<file path="src/hw/rtl/lcs_pkg.sv">
// Types, codes and constants shared by the level crossing sequencer files.
`timescale 1ns / 1ps
`default_nettype none

package lcs_pkg;

    localparam int unsigned ENTER_SENSORS = 8;
    localparam int unsigned LEAVE_SENSORS = 8;

    localparam int unsigned CMD_W    = 2;
    localparam int unsigned TIME_W   = 32;
    localparam int unsigned SENSOR_W = 8;
    localparam int unsigned VOL_W    = 8;
    localparam int unsigned IVL_W    = 16;
    localparam int unsigned CFG_IDX_W  = 2;
    localparam int unsigned CFG_DATA_W = 16;
    localparam int unsigned IN_DATA_W  = 48;
    localparam int unsigned OUT_DATA_W = 16;

    typedef enum logic [CMD_W-1:0] {
        CMD_POLL  = 2'd0,
        CMD_CLOSE = 2'd1,
        CMD_OPEN  = 2'd2,
        CMD_NONE  = 2'd3
    } t_cmd;

    typedef enum logic [3:0] {
        PH_IDLE        = 4'd0,
        PH_ENTERING    = 4'd1,
        PH_SOUND_START = 4'd2,
        PH_RAMP_UP     = 4'd3,
        PH_PLAYING     = 4'd4,
        PH_LEAVING     = 4'd5,
        PH_LEAVED      = 4'd6,
        PH_RAMP_DOWN   = 4'd7,
        PH_STOP        = 4'd8
    } t_phase;

    typedef enum logic [CFG_IDX_W-1:0] {
        REG_MIN_VOLUME  = 2'd0,
        REG_MAX_VOLUME  = 2'd1,
        REG_VOLUME_STEP = 2'd2,
        REG_RAMP_IVL    = 2'd3
    } t_cfg_idx;

    typedef struct packed {
        logic [VOL_W-1:0] min_volume;
        logic [VOL_W-1:0] max_volume;
        logic [VOL_W-1:0] volume_step;
        logic [IVL_W-1:0] ramp_interval_ms;
    } t_cfg;

    typedef struct packed {
        t_cmd                command;
        logic [TIME_W-1:0]   now_ms;
        logic [SENSOR_W-1:0] enter_sensors;
        logic [SENSOR_W-1:0] leave_sensors;
    } t_item;

    typedef struct packed {
        t_phase           phase;
        logic [VOL_W-1:0] volume;
        logic             lights_on;
        logic             fences_closed;
        logic             sound_repeat;
        logic             sound_play_pulse;
    } t_result;

endpackage

`default_nettype wire

</file>
<file path="src/hw/rtl/lcs_cfg.sv">
// Configuration register bank of the level crossing sequencer.
`timescale 1ns / 1ps
`default_nettype none

module lcs_cfg (
    input  wire logic                            i_clk,
    input  wire logic                            i_rst_n,
    input  wire logic                            i_cfg_we,
    input  wire logic [lcs_pkg::CFG_IDX_W-1:0]   i_cfg_index,
    input  wire logic [lcs_pkg::CFG_DATA_W-1:0]  i_cfg_wdata,
    output lcs_pkg::t_cfg                        o_cfg
);

    lcs_pkg::t_cfg r_cfg;

    always_ff @(posedge i_clk) begin
        if (!i_rst_n) begin
            r_cfg.min_volume       <= 8'd0;
            r_cfg.max_volume       <= 8'd255;
            r_cfg.volume_step      <= 8'd8;
            r_cfg.ramp_interval_ms <= 16'd100;
        end else if (i_cfg_we) begin
            unique case (lcs_pkg::t_cfg_idx'(i_cfg_index))
                lcs_pkg::REG_MIN_VOLUME: begin
                    r_cfg.min_volume <= i_cfg_wdata[lcs_pkg::VOL_W-1:0];
                end
                lcs_pkg::REG_MAX_VOLUME: begin
                    r_cfg.max_volume <= i_cfg_wdata[lcs_pkg::VOL_W-1:0];
                end
                lcs_pkg::REG_VOLUME_STEP: begin
                    r_cfg.volume_step <= i_cfg_wdata[lcs_pkg::VOL_W-1:0];
                end
                lcs_pkg::REG_RAMP_IVL: begin
                    r_cfg.ramp_interval_ms <= i_cfg_wdata[lcs_pkg::IVL_W-1:0];
                end
                default: begin
                end
            endcase
        end
    end

    assign o_cfg = r_cfg;

endmodule

`default_nettype wire

</file>
<file path="src/hw/rtl/lcs_core.sv">
// Phase machine and sound, light and fence state of the level crossing sequencer.
`timescale 1ns / 1ps
`default_nettype none

module lcs_core (
    input  wire logic     i_clk,
    input  wire logic     i_rst_n,
    input  wire logic     i_fire,
    input  wire lcs_pkg::t_item i_item,
    input  wire lcs_pkg::t_cfg  i_cfg,
    output lcs_pkg::t_result o_result
);

    lcs_pkg::t_phase                 r_phase, n_phase;
    logic [lcs_pkg::VOL_W-1:0]       r_volume, n_volume;
    logic [lcs_pkg::TIME_W-1:0]      r_last_step, n_last_step;
    logic                            r_lights, n_lights;
    logic                            r_fences, n_fences;
    logic                            r_repeat, n_repeat;
    logic                            n_pulse;

    logic                            enter_any;
    logic                            leave_any;
    logic [lcs_pkg::TIME_W-1:0]      elapsed;
    logic                            step_due;
    logic [lcs_pkg::VOL_W:0]         vol_sum;
    logic                            up_done;
    logic [lcs_pkg::VOL_W:0]         down_bound;
    logic                            down_done;

    assign enter_any = |i_item.enter_sensors[lcs_pkg::ENTER_SENSORS-1:0];
    assign leave_any = |i_item.leave_sensors[lcs_pkg::LEAVE_SENSORS-1:0];
    assign elapsed   = i_item.now_ms - r_last_step;
    assign step_due  = elapsed > {{(lcs_pkg::TIME_W-lcs_pkg::IVL_W){1'b0}},
                                  i_cfg.ramp_interval_ms};
    assign vol_sum    = {1'b0, r_volume} + {1'b0, i_cfg.volume_step};
    assign up_done    = vol_sum >= {1'b0, i_cfg.max_volume};
    // Volume minus step at or below the minimum, rearranged to avoid a signed result.
    assign down_bound = {1'b0, i_cfg.min_volume} + {1'b0, i_cfg.volume_step};
    assign down_done  = {1'b0, r_volume} <= down_bound;

    always_comb begin
        n_phase = r_phase;
        unique case (i_item.command)
            lcs_pkg::CMD_CLOSE: n_phase = lcs_pkg::PH_ENTERING;
            lcs_pkg::CMD_OPEN:  n_phase = lcs_pkg::PH_LEAVED;
            lcs_pkg::CMD_POLL: begin
                unique case (r_phase)
                    lcs_pkg::PH_IDLE: begin
                        if (enter_any) n_phase = lcs_pkg::PH_ENTERING;
                    end
                    lcs_pkg::PH_ENTERING:    n_phase = lcs_pkg::PH_SOUND_START;
                    lcs_pkg::PH_SOUND_START: n_phase = lcs_pkg::PH_RAMP_UP;
                    lcs_pkg::PH_RAMP_UP: begin
                        if (step_due && up_done) n_phase = lcs_pkg::PH_PLAYING;
                    end
                    lcs_pkg::PH_PLAYING: begin
                        if (leave_any) n_phase = lcs_pkg::PH_LEAVING;
                    end
                    lcs_pkg::PH_LEAVING: begin
                        if (!leave_any) n_phase = lcs_pkg::PH_LEAVED;
                    end
                    lcs_pkg::PH_LEAVED: n_phase = lcs_pkg::PH_RAMP_DOWN;
                    lcs_pkg::PH_RAMP_DOWN: begin
                        if (step_due && down_done) n_phase = lcs_pkg::PH_STOP;
                    end
                    lcs_pkg::PH_STOP: n_phase = lcs_pkg::PH_IDLE;
                    default: n_phase = r_phase;
                endcase
            end
            default: n_phase = r_phase;
        endcase
    end

    always_comb begin
        n_volume    = r_volume;
        n_last_step = r_last_step;
        n_lights    = r_lights;
        n_fences    = r_fences;
        n_repeat    = r_repeat;
        n_pulse     = 1'b0;
        if (i_item.command == lcs_pkg::CMD_POLL) begin
            unique case (r_phase)
                lcs_pkg::PH_ENTERING: n_lights = 1'b1;
                lcs_pkg::PH_SOUND_START: begin
                    n_repeat    = 1'b1;
                    n_pulse     = 1'b1;
                    n_volume    = i_cfg.min_volume;
                    n_last_step = i_item.now_ms;
                end
                lcs_pkg::PH_RAMP_UP: begin
                    n_repeat = 1'b1;
                    if (step_due) begin
                        n_last_step = i_item.now_ms;
                        if (up_done) begin
                            n_volume = i_cfg.max_volume;
                            n_fences = 1'b1;
                        end else begin
                            n_volume = vol_sum[lcs_pkg::VOL_W-1:0];
                        end
                    end
                end
                lcs_pkg::PH_PLAYING, lcs_pkg::PH_LEAVING, lcs_pkg::PH_LEAVED: begin
                    n_repeat = 1'b1;
                end
                lcs_pkg::PH_RAMP_DOWN: begin
                    n_repeat = 1'b1;
                    if (step_due) begin
                        n_last_step = i_item.now_ms;
                        if (down_done) begin
                            n_volume = i_cfg.min_volume;
                        end else begin
                            n_volume = r_volume - i_cfg.volume_step;
                        end
                    end
                end
                lcs_pkg::PH_STOP: begin
                    n_repeat = 1'b0;
                    n_fences = 1'b0;
                    n_lights = 1'b0;
                end
                default: begin
                end
            endcase
        end
    end

    always_ff @(posedge i_clk) begin
        if (!i_rst_n) begin
            r_phase     <= lcs_pkg::PH_IDLE;
            r_volume    <= '0;
            r_last_step <= '0;
            r_lights    <= 1'b0;
            r_fences    <= 1'b0;
            r_repeat    <= 1'b0;
        end else if (i_fire) begin
            r_phase     <= n_phase;
            r_volume    <= n_volume;
            r_last_step <= n_last_step;
            r_lights    <= n_lights;
            r_fences    <= n_fences;
            r_repeat    <= n_repeat;
        end
    end

    always_comb begin
        o_result.phase            = n_phase;
        o_result.volume           = n_volume;
        o_result.lights_on        = n_lights;
        o_result.fences_closed    = n_fences;
        o_result.sound_repeat     = n_repeat;
        o_result.sound_play_pulse = n_pulse;
    end

endmodule

`default_nettype wire

</file>
<file path="src/hw/rtl/level_crossing_sequencer.sv">
// Top level of the level crossing sequencer with stream ports and configuration port.
// Usage:
// Each transfer on the slave stream is one tick of the crossing controller: tuser
// carries the command (poll, force close, force open) and tdata the millisecond
// time and the enter and leave sensor vectors. Every transfer produces exactly one
// result transfer on the master stream with the phase, volume and output flags as
// they stand after that tick.
// A transfer is held in an input register and processed when the output register is
// free or its result is being taken; the new result is then loaded into the output
// register, from which the receiver takes it.
// One transfer per cycle is sustained while the receiver takes results, as the phase
// and volume registers update for every processed transfer.
// When the receiver stalls, the result stays in the output register and one further
// transfer is taken into the input register; tready then falls until the stall ends.
// Reset clears both stages, sets idle phase, volume 0, lights off, fences open, sound
// loop off, and loads the default configuration. Configuration writes take effect
// at once and are meant for periods when no transfer is in flight.
`timescale 1ns / 1ps
`default_nettype none

module level_crossing_sequencer (
    input  wire logic                             i_clk,
    input  wire logic                             i_rst_n,
    input  wire logic                             i_s_tvalid,
    output logic                                  o_s_tready,
    // now_ms [31:0], enter_sensors [39:32], leave_sensors [47:40]
    input  wire logic [lcs_pkg::IN_DATA_W-1:0]    i_s_tdata,
    // command [1:0]
    input  wire logic [lcs_pkg::CMD_W-1:0]        i_s_tuser,
    output logic                                  o_m_tvalid,
    input  wire logic                             i_m_tready,
    // phase [3:0], volume [11:4], lights_on [12], fences_closed [13],
    // sound_repeat [14], sound_play_pulse [15]
    output logic [lcs_pkg::OUT_DATA_W-1:0]        o_m_tdata,
    input  wire logic                             i_cfg_we,
    input  wire logic [lcs_pkg::CFG_IDX_W-1:0]    i_cfg_index,
    input  wire logic [lcs_pkg::CFG_DATA_W-1:0]   i_cfg_wdata
);

    lcs_pkg::t_cfg    cfg;
    lcs_pkg::t_item   r_item;
    lcs_pkg::t_result result;
    lcs_pkg::t_result r_result;
    logic             r_in_valid;
    logic             r_out_valid;
    logic             fire;
    logic             in_accept;

    assign fire       = r_in_valid && (!r_out_valid || i_m_tready);
    assign o_s_tready = !r_in_valid || fire;
    assign in_accept  = i_s_tvalid && o_s_tready;

    lcs_cfg u_cfg (
        .i_clk       (i_clk),
        .i_rst_n     (i_rst_n),
        .i_cfg_we    (i_cfg_we),
        .i_cfg_index (i_cfg_index),
        .i_cfg_wdata (i_cfg_wdata),
        .o_cfg       (cfg)
    );

    lcs_core u_core (
        .i_clk    (i_clk),
        .i_rst_n  (i_rst_n),
        .i_fire   (fire),
        .i_item   (r_item),
        .i_cfg    (cfg),
        .o_result (result)
    );

    always_ff @(posedge i_clk) begin
        if (!i_rst_n) begin
            r_in_valid <= 1'b0;
        end else if (in_accept) begin
            r_in_valid <= 1'b1;
        end else if (fire) begin
            r_in_valid <= 1'b0;
        end
    end

    always_ff @(posedge i_clk) begin
        if (in_accept) begin
            r_item.command       <= lcs_pkg::t_cmd'(i_s_tuser);
            r_item.now_ms        <= i_s_tdata[31:0];
            r_item.enter_sensors <= i_s_tdata[39:32];
            r_item.leave_sensors <= i_s_tdata[47:40];
        end
    end

    always_ff @(posedge i_clk) begin
        if (!i_rst_n) begin
            r_out_valid <= 1'b0;
        end else if (fire) begin
            r_out_valid <= 1'b1;
        end else if (i_m_tready) begin
            r_out_valid <= 1'b0;
        end
    end

    always_ff @(posedge i_clk) begin
        if (fire) begin
            r_result <= result;
        end
    end

    assign o_m_tvalid = r_out_valid;
    assign o_m_tdata  = {r_result.sound_play_pulse, r_result.sound_repeat,
                         r_result.fences_closed, r_result.lights_on,
                         r_result.volume, r_result.phase};

endmodule

`default_nettype wire

</file>
<file path="config.mk">
export PLATFORM = sky130hd
export DESIGN_NAME = level_crossing_sequencer
export DESIGN_NICKNAME = d
export VERILOG_FILES = /design/src/hw/rtl/lcs_pkg.sv /design/src/hw/rtl/lcs_cfg.sv /design/src/hw/rtl/lcs_core.sv /design/src/hw/rtl/level_crossing_sequencer.sv
export SDC_FILE = /design/constraint.sdc
export NUM_CORES = 1
export LEC_CHECK = 0
export BUFFER_PORTS_ARGS = -buffer_cell sky130_fd_sc_hd__buf_2
export CORE_AREA = 2 2 131 133
export CTS_CLUSTER_DIAMETER = 40
export DETAILED_ROUTE_END_ITERATION = 8
export DIE_AREA = 0 0 133 135
export HOLD_SLACK_MARGIN = 0.08
export PLACE_DENSITY = 0.77
export SYNTH_ARGS = -nofsm -noshare
export SYNTH_HDL_FRONTEND = slang
export SYNTH_SLANG_ARGS = --single-unit
</file>
<file path="constraint.sdc">
create_clock -name i_clk -period 5.6 [get_ports i_clk]
set_clock_uncertainty 0.05 [all_clocks]
set_input_delay 0.28 -clock i_clk [delete_from_list [all_inputs] [get_ports i_clk]]
set_output_delay 0.28 -clock i_clk [all_outputs]
set_load 0.03 [all_outputs]
</file>
**Word level (Yosys, flattened, before mapping)**

Index checks and enable logic that the tools add are counted.

- Add/sub/neg operators: 4
- Order comparisons: 3
- Multiplexer cells: 28
- Reduce and logical (&&, ||, !) cells: 23
- Eq/ne operators: 14

Operator list:

| operator | number |
|---|---|
| $pmux 32 s2 | 1 |
| $mux 8 | 5 |
| $pmux 4 s9 | 1 |
| $gt 32x16->1 | 1 |
| $mux 32 | 1 |
| $sub 32x32->32 | 1 |
| $pmux 8 s3 | 1 |
| $mux 4 | 5 |
| $add 8x8->9 | 2 |
| $eq 4x3->1 const B | 4 |
| $reduce_or 8->1 | 2 |
| $pmux 4 s3 | 1 |
| $mux 1 | 10 |
| $ge 9x8->1 | 1 |
| $le 8x9->1 | 1 |
| $eq 4x2->1 const B | 2 |
| $reduce_and 2->1 | 4 |
| $sub 8x8->8 | 1 |
| $eq 2x2->1 const B | 3 |
| $pmux 1 s2 | 3 |
| $reduce_bool 2->1 | 3 |
| $reduce_or 6->1 | 1 |
| $eq 2x1->1 const B | 2 |
| $eq 4x1->1 const B | 1 |
| 9 further kinds | 15 |

- Output and inout bits: 18
- Logic and storage cells: 94
- Input port bits: 73
- Flip-flop bits (word level): 155

**Depth between registers and ports, before layout**

- Word-level depth: 6
- Depth in mapped cells: 22
- Mapped depth without buffers: 20

**By module**

Synthesis repeated with hierarchy kept, for this count alone.

- Cells, all modules: 1110
- Area, all modules: 10201.0 µm²

Modules (own cells, without submodules):

| module | area each (µm²) | cells each | instances | seq. area each (µm²) |
|---|---|---|---|---|
| lcs_core | 6510.0 | 871 | 1 | 940.9 |
| level_crossing_sequencer | 2085.8 | 75 | 1 | 2021.9 |
| lcs_cfg | 1605.3 | 164 | 1 | 800.8 |

**Worst setup path before layout**

OpenSTA, ideal clock, no wires.

- Path type: reg2reg
- Start point: register r_item[16] in the netlist's numbering
- End point: register r_result, in the netlist o_m_tdata[11] (data pin)
- Setup time: 0.275 ns
- Buffers on the path: 0
- Data required time: 5.275 ns
- Path slack: 1.056 ns
- Stages on the path, launching flop included: 20
- Arrival: 4.219 ns
- Period minus slack after synthesis: 4.544 ns
- Cells stage by stage: edfxtp_1 inv_1 ha_1 fa_1 nor2b_1 o211ai_1 a211oi_2 nor2_1 o31ai_1 xor2_1 ha_1 a21o_1 a2111oi_0 a22o_1 o211ai_1 nand4b_1 or3_4 nor2_1 mux2i_1 a31oi_1

RTL lines:

| item | line | text |
|---|---|---|
| from (decl) | level_crossing_sequencer.sv:41 | `lcs_pkg::t_item r_item;` |
| to (signal assigned) | level_crossing_sequencer.sv:102 | `r_result <= result;` |
| to (decl) | level_crossing_sequencer.sv:43 | `lcs_pkg::t_result r_result;` |

==> impl_summary.txt <==
----------------------------------------------------
[Critical path]
  Startpoint types ... register
  Launch instance of the worst register-to-register path ... r_item[16]
  Buf/Inv on CP ... 1
  Kind of capture point of the worst setup path ... register
  Instance count on the critical path ... 20
  Max Fanout on Critical Path ... 5
  Critical path's largest stage delay ... 410 ps
  Cell with the largest stage delay on the worst path ... sky130_fd_sc_hd__fa_1
  Number of cells traversed by the worst register-to-register path ... 20
  Signal arrival time at the worst endpoint ... 5330 ps
  Ordered cell list for the critical path ... inv_1 > ha_1 > fa_1 > nor2b_1 > o211ai_1 > a211oi_2 > nor2_1 > o31ai_1 > xor2_1 > ha_1 > nand4_1 > a21oi_1 > a2111oi_0 > a22o_1 > o211ai_1 > nand4b_1 > or3_4 > nor2_1 > mux2i_1 > a31oi_1
  Kind of critical path ... register to register
  Data required time of the worst path ... 5690 ps
  Critical Path Source ... r_item[16]
  Kind of cell adding the most delay to the critical path ... compound AO/OA/AOI/OAI gates

[Hold path]
  Number of cells traversed by the worst hold path ... 3
  Min-Delay Startpoint ... i_cfg_wdata[4]
  Kind of path behind the tightest hold check ... input port to register

[Synthesis]
  Flip-flop cell with the highest count after synthesis ... sky130_fd_sc_hd__dfxtp_1
  Register bit count reported by yosys ... 155
  Cell count after synthesis ... 1,144
  Avg Cell Area, Syn ... 8.57 um2
  Sequential cell area fraction in the yosys report ... 38.4%
  Count of distinct cell types in the synthesized netlist ... 68
  Number of synthesized flops with an enable pin ... 66
  Synthesized area ... 9810 um2
  Number of synthesis warnings ... 0
  Async set-reset flop share out of synthesis ... 0%
  Syn_nets ... 1,307

[Status]
  Result of the run ... completed

[Timing]
  Total Negative Setup Slacks ... 0 ps
  Final critical-path required period ... 5240 ps
  Final hold vios ... 0
  Worst hold slack across all endpoints ... 93.8 ps
  Final setup fails ... 0
  Max transition margin ... 40.8%
  Share of the clock period used by the worst path after layout ... 93.5%
  Max Freq ... 191 MHz
  Worst Slack Setup Final ... 363 ps
  Least-Margin Pin Slew ... 886 ps
  Setup repair after global routing missed its margin ... false
  Slew Viols, Final ... 0

[Placement]
  Standard cell area after detailed placement ... 10,400 um2
  Number of port buffers ... 90
  Placed insts ... 1,412
  DP Worst Slack ... 292 ps
  Weighted congestion reported at the end of routability-driven placement ... 0.947
  DP Wirelength ... 17,500 um

[CTS]
  CTS root buffer ... sky130_fd_sc_hd__clkbuf_16
  Max Root-Sink Buffers ... 2
  CTS H-Tree Depth ... 4
  Number of buffers created by CTS ... 17
  Latest clock arrival within the worst-skew pair ... 430 ps
  Number of clock sinks seen by CTS ... 155
  CTS tree ... built
  Clock slew at the register clock pins of the worst setup and hold paths ... 60 ps
  Post-CTS Setup Repair Bufs ... 0

[Final layout]
  Most used cells in the layout excluding fill and tap cells ... sky130_fd_sc_hd__nand2_1 (157), sky130_fd_sc_hd__inv_1 (93), sky130_fd_sc_hd__buf_2 (89), sky130_fd_sc_hd__dfxtp_1 (89), sky130_fd_sc_hd__ha_1 (86)
  Post-Layout Inst Area ... 11,500 um2
  Utilization after layout ... 70.4%
  Filler-free cell count of the finished design ... 1,504
  Count of antenna diodes in the layout ... 0
  Final nets ... 1,434
  Share of cells above drive strength 1 ... 11.4%
  Area growth from synthesis to layout ... 17.7%
  Leading cell type in the layout, fill and taps excluded ... sky130_fd_sc_hd__nand2_1

[Global route]
  Initial antenna violation count ... 0
  Global-route wire length before repair ... 39,800 um
  Pin count of the biggest net entering global routing ... 72
  Overall fraction of global-route tracks in use ... 27.7%
  Global-route congestion overflow total ... 0
  Via count of the first global-routing pass ... 8,328

[Route]
  Remaining DRCs ... 0
  Initial detailed-routing violation count ... 666
  Mean routed wirelength per cell ... 16.2 um
  Number of vias per cell ... 5.80
  Routed vias ... 8,727
  Pre-antenna DRT Iters ... 5
  Post-route ant nets ... 0
  Total wire length ... 24,400 um

[Pwr]
  IR Drop Worst-Case VDD ... 0.000196 V
  Power density relative to cell area ... 245 nW/um2
  Power after layout ... 2.83 mW
  Leakage power total ... 4.56 nW

[Die]
  Die Area ... 18,000 um2
  Number of placed I/O pins ... 91
  Area of the core ... 16,400 um2
  Num rows ... 47
  Starting density of the core ... 59.8%
  Die height ... 135 um
  Width of the die ... 133 um

[Run]
  Total of max-cap violations ... 0

----------------------------------------------------
[repair_timing]
item	in CTS	in global routing
hold buffers	60	0
hold endpoints to repair	60	0
endpoints found under the setup margin	0	32
gates resized for setup	0	1
[per-layer routing]
layer / global-route usage, % / part of all wire [%] / vias to the layer above
met5: 0 / 0 / -
met4: 11.5 / 3.1 / 0
met3: 3.53 / 4.6 / 59
met2: 49.5 / 50 / 283
met1: 33.7 / 43 / 4042
li1: - / - / 4343
[worst min-delay path: cells and delay by family]
family | cells | cell delay [ps]
buf+inv | 1 | 130
simple gates | 1 | 50
compound gates | 1 | 60
[where the power goes]
part | internal [mW] | switching [mW] | total, mW
combinational | 0.194 | 0.261 | 0.455
sequential | 1.22 | 0.0306 | 1.25
clock | 0.651 | 0.471 | 1.12
total | 2.07 | 0.762 | 2.83
[sequential cells by signal, indices dropped and copies added (netlist names)]
register,cells
o_m_tvalid,1
u_core.r_volume,8
r_in_valid,1
r_item,50
u_core.r_lights,1
u_core.r_fences,1
u_core.r_repeat,1
u_core.r_last_step,32
o_m_tdata,16
u_cfg.o_cfg,40
u_core.r_phase,4
[synthesized netlist by cell type (5+ instances only)]
cell type                  count  area share, %
sky130_fd_sc_hd__nor2_1       69            2.6
sky130_fd_sc_hd__a21oi_1      82            4.2
sky130_fd_sc_hd__buf_1         5           0.19
sky130_fd_sc_hd__nor2b_1      18            1.1
sky130_fd_sc_hd__buf_2         7           0.36
sky130_fd_sc_hd__a211oi_1     11           0.84
sky130_fd_sc_hd__o21bai_1      6           0.46
sky130_fd_sc_hd__clkbuf_1     33            1.3
sky130_fd_sc_hd__a22oi_1       7           0.54
sky130_fd_sc_hd__or3_1         7           0.45
sky130_fd_sc_hd__o211ai_1     20            1.5
sky130_fd_sc_hd__mux2i_1      21            2.1
sky130_fd_sc_hd__o21a_1        9           0.69
sky130_fd_sc_hd__o21ai_1      38            1.9
sky130_fd_sc_hd__a21boi_0     26            2.0
sky130_fd_sc_hd__o22ai_1       9           0.57
sky130_fd_sc_hd__a21o_1        9           0.69
sky130_fd_sc_hd__ha_1         86             11
sky130_fd_sc_hd__nand3_1      47            2.4
sky130_fd_sc_hd__o31ai_1       5           0.38
sky130_fd_sc_hd__dfxtp_1      89             18
sky130_fd_sc_hd__nand2_1     157            6.0
sky130_fd_sc_hd__xor2_1       13            1.2
sky130_fd_sc_hd__nand2b_1      9           0.57
sky130_fd_sc_hd__edfxtp_1     66             20
sky130_fd_sc_hd__o21ba_2       5           0.51
sky130_fd_sc_hd__xnor2_1      21            1.9
sky130_fd_sc_hd__a22o_1        8           0.71
sky130_fd_sc_hd__a31oi_1       8           0.51
sky130_fd_sc_hd__nor4_1        7           0.45
sky130_fd_sc_hd__nor3_1       23            1.2
sky130_fd_sc_hd__inv_1        93            3.6
sky130_fd_sc_hd__o21ai_0      54            2.8
sky130_fd_sc_hd__nand4_1      15           0.96
[area by class of cell]
type	count	area, um2
clock buffer	24	482
clock inverter	8	83.8
fill	1311	4860
inverter	93	349
multi-input combinational	847	5490
sequential	155	3760
tap	220	275
timing repair buffer	157	1110
[cells by family (layout without fill, tap and decap cells)]
group                      count (synthesis)  in the layout  share of synthesized area [%]
buffers and inverters                    142            282                           5.83
xor gates and xnor gates                  34             34                           3.04
AOI/OAI and AO/OA                        324            324                           21.0
muxes                                     22             22                           2.26
and+or+nand+nor                          377            377                           17.7
adders and majority gates                 90             90                           11.8
DFF                                      155            155                           38.4
[path summary, 6_finish.rpt]
path	slack [ps]	endpoint
setup reg to reg	360	o_m_tdata[11]
hold / removal	90	u_cfg.o_cfg[20]
setup / recovery	360	o_m_tdata[11]
hold reg to reg	400	u_core.r_last_step[13]
(Power assumes the default switching activity.)
